`src/hdl/mjpi_pkg.sv`:
```
// shared types, widths and constants for the multi-joint incremental pi controller
package mjpi_pkg;

  localparam int JOINT_W       = 3;
  localparam int LEVEL_W       = 12;
  localparam int GAIN_W        = 16;
  localparam int ERR_W         = 13;
  localparam int DRIVE_W       = 32;
  localparam int GAIN_FRAC     = 8;
  localparam int CFG_IDX_W     = 8;
  localparam int CFG_DATA_W    = 16;

  localparam int NUM_JOINTS_DEF = 6;

  localparam logic [GAIN_W-1:0]  PROP_GAIN_RST     = 16'd25600;
  localparam logic [GAIN_W-1:0]  INTEGRAL_GAIN_RST = 16'd640;
  localparam logic [LEVEL_W-1:0] DRIVE_MIN_RST     = 12'd10;
  localparam logic [LEVEL_W-1:0] DRIVE_MAX_RST     = 12'd4090;

  localparam logic [CFG_IDX_W-1:0] REG_PROP_GAIN     = 8'd0;
  localparam logic [CFG_IDX_W-1:0] REG_INTEGRAL_GAIN = 8'd1;
  localparam logic [CFG_IDX_W-1:0] REG_DRIVE_MIN     = 8'd2;
  localparam logic [CFG_IDX_W-1:0] REG_DRIVE_MAX     = 8'd3;

  typedef logic [JOINT_W-1:0]        joint_t;
  typedef logic [LEVEL_W-1:0]        level_t;
  typedef logic signed [ERR_W-1:0]   err_t;
  typedef logic signed [DRIVE_W-1:0] drive_t;

  typedef struct packed {
    logic [GAIN_W-1:0] prop_gain;
    logic [GAIN_W-1:0] integral_gain;
    level_t            drive_min;
    level_t            drive_max;
  } cfg_t;

  typedef struct packed {
    err_t   err;
    drive_t next_drive;
    level_t drive;
    logic   clamped;
  } core_res_t;

endpackage

```
`src/hdl/mjpi_state.sv`:
```
// per-joint storage of the previous error and previous drive
module mjpi_state #(
  parameter int NUM_JOINTS = mjpi_pkg::NUM_JOINTS_DEF
) (
  input  logic            clk,
  input  logic            rst_n,
  input  mjpi_pkg::joint_t joint,
  input  logic            wr_en,
  input  mjpi_pkg::err_t  wr_err,
  input  mjpi_pkg::drive_t wr_drive,
  output mjpi_pkg::err_t  rd_err,
  output mjpi_pkg::drive_t rd_drive
);

  localparam int IDX_W = (NUM_JOINTS > 1) ? $clog2(NUM_JOINTS) : 1;

  mjpi_pkg::err_t   err_r   [NUM_JOINTS];
  mjpi_pkg::drive_t drive_r [NUM_JOINTS];

  logic [mjpi_pkg::JOINT_W:0] joint_ext;
  logic [IDX_W-1:0]           idx;

  assign joint_ext = {1'b0, joint};
  assign idx       = joint_ext[IDX_W-1:0];

  assign rd_err   = err_r[idx];
  assign rd_drive = drive_r[idx];

  always_ff @(posedge clk) begin
    if (!rst_n) begin
      for (int i = 0; i < NUM_JOINTS; i++) begin
        err_r[i]   <= '0;
        drive_r[i] <= '0;
      end
    end else if (wr_en) begin
      err_r[idx]   <= wr_err;
      drive_r[idx] <= wr_drive;
    end
  end

endmodule

```
`src/hdl/mjpi_core.sv`:
```
// pi update arithmetic: error, gain products, truncation, saturation and output clamp
module mjpi_core (
  input  mjpi_pkg::level_t    reference,
  input  mjpi_pkg::level_t    measured,
  input  mjpi_pkg::err_t      prev_err,
  input  mjpi_pkg::drive_t    prev_drive,
  input  mjpi_pkg::cfg_t      cfg,
  output mjpi_pkg::core_res_t res
);

  logic signed [12:0] err;
  logic signed [13:0] diff;
  logic signed [30:0] prod_p;
  logic signed [29:0] prod_i;
  logic signed [32:0] acc;
  logic signed [32:0] acc_adj;
  logic signed [24:0] term;
  logic signed [32:0] sum;
  mjpi_pkg::drive_t   next_drive;
  mjpi_pkg::drive_t   lo;
  mjpi_pkg::drive_t   hi;

  assign err  = $signed({1'b0, reference}) - $signed({1'b0, measured});
  assign diff = $signed({err[12], err}) - $signed({prev_err[12], prev_err});

  assign prod_p = $signed({1'b0, cfg.prop_gain}) * diff;
  assign prod_i = $signed({1'b0, cfg.integral_gain}) * prev_err;

  // truncate toward zero on the q8.8 scaling
  assign acc     = 33'(prod_p) + 33'(prod_i);
  assign acc_adj = acc + (acc[32] ? 33'sd255 : 33'sd0);
  assign term    = $signed(acc_adj[32:mjpi_pkg::GAIN_FRAC]);

  assign sum = 33'(prev_drive) + 33'(term);

  always_comb begin
    if (sum[32] != sum[31]) begin
      next_drive = sum[32] ? {1'b1, {31{1'b0}}} : {1'b0, {31{1'b1}}};
    end else begin
      next_drive = $signed(sum[31:0]);
    end
  end

  assign lo = $signed({20'd0, cfg.drive_min});
  assign hi = $signed({20'd0, cfg.drive_max});

  always_comb begin
    res.err        = err;
    res.next_drive = next_drive;
    if (next_drive < lo) begin
      res.drive   = cfg.drive_min;
      res.clamped = 1'b1;
    end else if (next_drive > hi) begin
      res.drive   = cfg.drive_max;
      res.clamped = 1'b1;
    end else begin
      res.drive   = next_drive[mjpi_pkg::LEVEL_W-1:0];
      res.clamped = 1'b0;
    end
  end

endmodule

```
`src/hdl/multi_joint_incremental_pi.sv`:
```
// top level of the multi-joint incremental pi controller
//
// input channel in_*: one transaction per sample, giving a joint number, a 12-bit
// reference and a 12-bit measurement. output channel out_*: one transaction per
// sample with the joint number, the clamped drive and a clamp flag.
// configuration channel cfg_*: index 0 prop_gain, 1 integral_gain, 2 drive_min,
// 3 drive_max; other indexes are dropped. write only while no sample is in flight.
// path: the accepting edge loads the input register, and the result then passes
// through the arithmetic into the output register once that register is free.
// throughput: one sample per cycle while out_ready is high, also on the same joint
// back to back, since the joint state is read and written in the cycle the sample
// leaves the input register.
// a joint number at or above the joint count gives drive 0, no flag, no state change.
// reset: synchronous, clears all joint state, loads the default gains and limits
// and empties both pipeline registers.
// when the receiver stalls, the output register holds its result, the input
// register still takes one more sample if it is empty, then in_ready drops.
module multi_joint_incremental_pi #(
  parameter int NUM_JOINTS = mjpi_pkg::NUM_JOINTS_DEF
) (
  input  logic                              clk,
  input  logic                              rst_n,
  input  logic                              in_valid,
  output logic                              in_ready,
  input  logic [mjpi_pkg::JOINT_W-1:0]      in_joint,
  input  logic [mjpi_pkg::LEVEL_W-1:0]      in_reference,
  input  logic [mjpi_pkg::LEVEL_W-1:0]      in_measured,
  output logic                              out_valid,
  input  logic                              out_ready,
  output logic [mjpi_pkg::JOINT_W-1:0]      out_joint_out,
  output logic [mjpi_pkg::LEVEL_W-1:0]      out_drive,
  output logic                              out_clamped,
  input  logic                              cfg_valid,
  output logic                              cfg_ready,
  input  logic [mjpi_pkg::CFG_IDX_W-1:0]    cfg_index,
  input  logic [mjpi_pkg::CFG_DATA_W-1:0]   cfg_data
);

  mjpi_pkg::cfg_t      cfg_r;
  mjpi_pkg::cfg_t      cfg_nxt;

  logic                s1_valid_r;
  mjpi_pkg::joint_t    s1_joint_r;
  mjpi_pkg::level_t    s1_ref_r;
  mjpi_pkg::level_t    s1_meas_r;

  logic                out_valid_r;
  mjpi_pkg::joint_t    out_joint_r;
  mjpi_pkg::level_t    out_drive_r;
  logic                out_clamped_r;

  logic                advance;
  logic                in_range;
  mjpi_pkg::err_t      prev_err;
  mjpi_pkg::drive_t    prev_drive;
  mjpi_pkg::core_res_t res;

  assign cfg_ready = 1'b1;

  always_comb begin
    cfg_nxt = cfg_r;
    if (cfg_valid) begin
      unique case (cfg_index)
        mjpi_pkg::REG_PROP_GAIN:     cfg_nxt.prop_gain     = cfg_data;
        mjpi_pkg::REG_INTEGRAL_GAIN: cfg_nxt.integral_gain = cfg_data;
        mjpi_pkg::REG_DRIVE_MIN:     cfg_nxt.drive_min     = cfg_data[mjpi_pkg::LEVEL_W-1:0];
        mjpi_pkg::REG_DRIVE_MAX:     cfg_nxt.drive_max     = cfg_data[mjpi_pkg::LEVEL_W-1:0];
        default:                     cfg_nxt = cfg_r;
      endcase
    end
  end

  always_ff @(posedge clk) begin
    if (!rst_n) begin
      cfg_r.prop_gain     <= mjpi_pkg::PROP_GAIN_RST;
      cfg_r.integral_gain <= mjpi_pkg::INTEGRAL_GAIN_RST;
      cfg_r.drive_min     <= mjpi_pkg::DRIVE_MIN_RST;
      cfg_r.drive_max     <= mjpi_pkg::DRIVE_MAX_RST;
    end else begin
      cfg_r <= cfg_nxt;
    end
  end

  assign advance  = !out_valid_r || out_ready;
  assign in_ready = !s1_valid_r || advance;

  assign in_range = ({2'b0, s1_joint_r} < (mjpi_pkg::JOINT_W+2)'(NUM_JOINTS));

  always_ff @(posedge clk) begin
    if (!rst_n) begin
      s1_valid_r <= 1'b0;
    end else if (in_ready) begin
      s1_valid_r <= in_valid;
    end
  end

  always_ff @(posedge clk) begin
    if (in_ready && in_valid) begin
      s1_joint_r <= in_joint;
      s1_ref_r   <= in_reference;
      s1_meas_r  <= in_measured;
    end
  end

  mjpi_state #(
    .NUM_JOINTS (NUM_JOINTS)
  ) u_state (
    .clk      (clk),
    .rst_n    (rst_n),
    .joint    (s1_joint_r),
    .wr_en    (s1_valid_r && advance && in_range),
    .wr_err   (res.err),
    .wr_drive (res.next_drive),
    .rd_err   (prev_err),
    .rd_drive (prev_drive)
  );

  mjpi_core u_core (
    .reference  (s1_ref_r),
    .measured   (s1_meas_r),
    .prev_err   (prev_err),
    .prev_drive (prev_drive),
    .cfg        (cfg_r),
    .res        (res)
  );

  always_ff @(posedge clk) begin
    if (!rst_n) begin
      out_valid_r <= 1'b0;
    end else if (advance) begin
      out_valid_r <= s1_valid_r;
    end
  end

  always_ff @(posedge clk) begin
    if (advance && s1_valid_r) begin
      out_joint_r   <= s1_joint_r;
      out_drive_r   <= in_range ? res.drive : '0;
      out_clamped_r <= in_range && res.clamped;
    end
  end

  assign out_valid     = out_valid_r;
  assign out_joint_out = out_joint_r;
  assign out_drive     = out_drive_r;
  assign out_clamped   = out_clamped_r;

endmodule

```
`config.mk`:
```
export PLATFORM = sky130hd
export DESIGN_NAME = multi_joint_incremental_pi
export DESIGN_NICKNAME = d
export VERILOG_FILES = /design/src/hdl/mjpi_pkg.sv /design/src/hdl/mjpi_state.sv /design/src/hdl/mjpi_core.sv /design/src/hdl/multi_joint_incremental_pi.sv
export SDC_FILE = /design/constraint.sdc
export NUM_CORES = 2
export LEC_CHECK = 0
export BUFFER_PORTS_ARGS = -buffer_cell sky130_fd_sc_hd__buf_2
export CAP_MARGIN = 20
export CORE_AREA = 4 4 252 254
export DETAILED_ROUTE_END_ITERATION = 10
export DIE_AREA = 0 0 256 258
export MAX_ROUTING_LAYER = met4
export PLACE_DENSITY = 0.77
export SYNTH_ARGS = -nofsm -noshare
export SYNTH_HDL_FRONTEND = slang
export SYNTH_SLANG_ARGS = --single-unit
```
`constraint.sdc`:
```
create_clock -name clk -period 41 [get_ports clk]
set_input_delay 6.15 -clock clk [delete_from_list [all_inputs] [get_ports clk]]
set_output_delay 6.15 -clock clk [all_outputs]
set_load 0.02 [all_outputs]
```
==> impl_metrics.json <==
{
  "status": "completed",
  "rows": 91,
  "cap_violations": 0,
  "cts_resized": 0,
  "postCtsSetupBuffers": 0,
  "numCtsBuffers": 44,
  "setup_tns_ns": 0,
  "fill_cells": 4699,
  "initial_utilization": 0.627,
  "ys_types": 91,
  "postSynth.asyncResetShare": 0,
  "grt_pass1_wl_um": 153000,
  "vias": 27000,
  "fin_crit_ns": 18.81,
  "cts_tree": "built",
  "fin_nets": 4403,
  "cp_data_required_time_ns": 41.31,
  "synth_enable_flop_cells": 403,
  "clk_latency_ns": 0.58,
  "post-route-util": 0.673,
  "drive_gt1_frac": 0.106,
  "portBuffers": 73,
  "layout_common_cells": "620 x inv_1, 466 x nand2_1, 403 x edfxtp_1, 379 x fa_1, 286 x nor2_1",
  "drt_iter0_drc": 2431,
  "cp-end-kind": "flop",
  "antenna_left": 0,
  "drc": 0,
  "post_drt_via_cell_ratio": 5.94,
  "final_common_cell": "inv_1",
  "grt_usage": 0.306,
  "final_hold_viol_count": 0,
  "clockRootBuffer": "clkbuf_16",
  "avgSynthCellArea_um2": 10.5,
  "die_w_um": 256,
  "rsz0062_at_grt": "false",
  "cp_slowest_stage_delay_ns": 0.79,
  "cp-start-kind": "flop",
  "synth_seq_cells": 464,
  "clkTransAtPathRegs_ns": 0.07,
  "skew_ns": 0.0270,
  "critPathSlowestCell": "xor2_1",
  "fin_crit_sh": 0.459,
  "syn_to_final_growth_pct": 7.34,
  "syn-cell-area_um2": 38400,
  "postSynthCellCount": 3645,
  "setup_viol": 0,
  "worstSetupPathType": "flop to flop",
  "slew_violations": 0,
  "yosysWarnings": 0,
  "antenna_found_initial": 2,
  "relSlewSlack": 0.250,
  "die_area_um2": 66000,
  "dpl.hpwl_um": 71500,
  "ys_seq_area_frac": 0.347,
  "arrival_ns": 19.12,
  "io_pins": 75,
  "grt_max_degree": 69,
  "worstMarginPinSlew_ns": 1.12,
  "clock_sinks": 464,
  "clock_tree.buffer_depth": 3,
  "hp-class": "flop to flop",
  "die_h_um": 258,
  "gr-total-overflow": 0,
  "ys.flop_type": "edfxtp_1",
  "dr.pass1.iters": 6,
  "grt_pass1_vias": 27500,
  "gp_congestion": 0.943,
  "wl_per_cell_um": 21.4,
  "wl_um": 97400,
  "core_um2": 61300,
  "cp_max_fo": 35,
  "hold_buffers": 0,
  "max_freq_mhz": 53.2,
  "htree_levels": 2
}
[stage by stage]
| step | worst slack, ns | instances | hold slack (ns) | cell area (µm²) |
|---|---|---|---|---|
| floorplan | 25.02 | 3734 | 0.450 | 38700 |
| global placement | 22.78 | 4466 | 0.451 | 39800 |
| detailed placement | 22.39 | 4468 | 0.463 | 39800 |
| CTS | 22.38 | 4547 | 0.470 | 41200 |
| global route | 20.89 | 4548 | 0.487 | 41200 |
| finish | 22.19 | 4549 | 0.475 | 41200 |
[cells by family (layout without fill, tap and decap cells)]
group           after synthesis  after routing  share of synthesized area
fa+ha+maj                   623            623                      0.277
compound gates              383            383                     0.0698
other cells                   2             93                   0.000196
mux                         153            153                     0.0707
buf+inv                     784            807                     0.0782
flops                       464            464                      0.347
simple gates               1156           1156                      0.139
xor+xnor                     80             80                     0.0182
[worst max-delay path, delay by kind of cell, from the launching register on]
kind,cells,cell delay (ns)
AOI/OAI and AO/OA,27,5.95
DFF,1,0.57
xor gates and xnor gates,2,0.94
buffers and inverters,8,1.26
and+or+nand+nor,12,2.36
adders and majority gates,13,5.69
muxes,4,1.68
[flip-flops by register name, indices dropped and copies added, names as in the netlist, 3 cells and up, named ones only]
name	count
s1_ref_r	12
u_state.drive_r	256
out_drive	12
cfg_r	56
out_joint_out	3
u_state.err_r	104
s1_meas_r	12
s1_joint_r	3
[synth_stat cells, drive strengths merged (19+ instances only)]
master	count	share of area
inv	620	0.061
nand2	475	0.046
edfxtp	403	0.32
fa	379	0.20
nor2	289	0.028
ha	244	0.079
clkbuf	130	0.013
a21oi	103	0.015
and2	90	0.015
mux4	90	0.053
nor2b	74	0.012
o21ai	67	0.0092
dfxtp	61	0.032
a21boi	52	0.010
nand2b	51	0.0083
xnor2	49	0.011
mux2	43	0.013
nand3	42	0.0055
nor3	37	0.0054
buf	34	0.0048
a21o	32	0.0063
xor2	31	0.0071
nand4	22	0.0036
o211ai	22	0.0046
mux2i	20	0.0053
or2	19	0.0031
[cell type report]
class | instances | area [µm²] | share of cell area
inverter | 620 | 2330 | 0.0565
multi-input combinational | 2486 | 22500 | 0.546
clock inverter | 22 | 238 | 0.00577
antenna | 2 | 5.00 | 0.000121
tap | 790 | 988 | 0.0240
clock buffer | 57 | 1200 | 0.0291
sequential | 464 | 13300 | 0.323
timing repair buffer | 108 | 628 | 0.0152
[path summary, 6_finish.rpt]
path / to / cells past startpoint / slack (ns) / startpoint
min reg2reg: cfg_r[47]$_SDFFE_PN0P_ / 2 / 0.48 / cfg_r[47]$_SDFFE_PN0P_
min: cfg_r[47]$_SDFFE_PN0P_ / 2 / 0.48 / cfg_r[47]$_SDFFE_PN0P_
max: out_drive[7]$_SDFFCE_PP0P_ / 66 / 22.19 / flop
max reg2reg: out_drive[7]$_SDFFCE_PP0P_ / 66 / 22.19 / flop
[per-layer routing]
layer / up-vias / wire, µm / track usage
met4: 0 / 3110 / 0.0923
met2: 1213 / 46200 / 0.479
met1: 13600 / 38800 / 0.421
met3: 197 / 9260 / 0.0496
met5: - / 0 / -
li1: 12000 / - / -
Power is not shown: default switching activity piles up to over one toggle a cycle in this logic, so the estimate is an artifact.
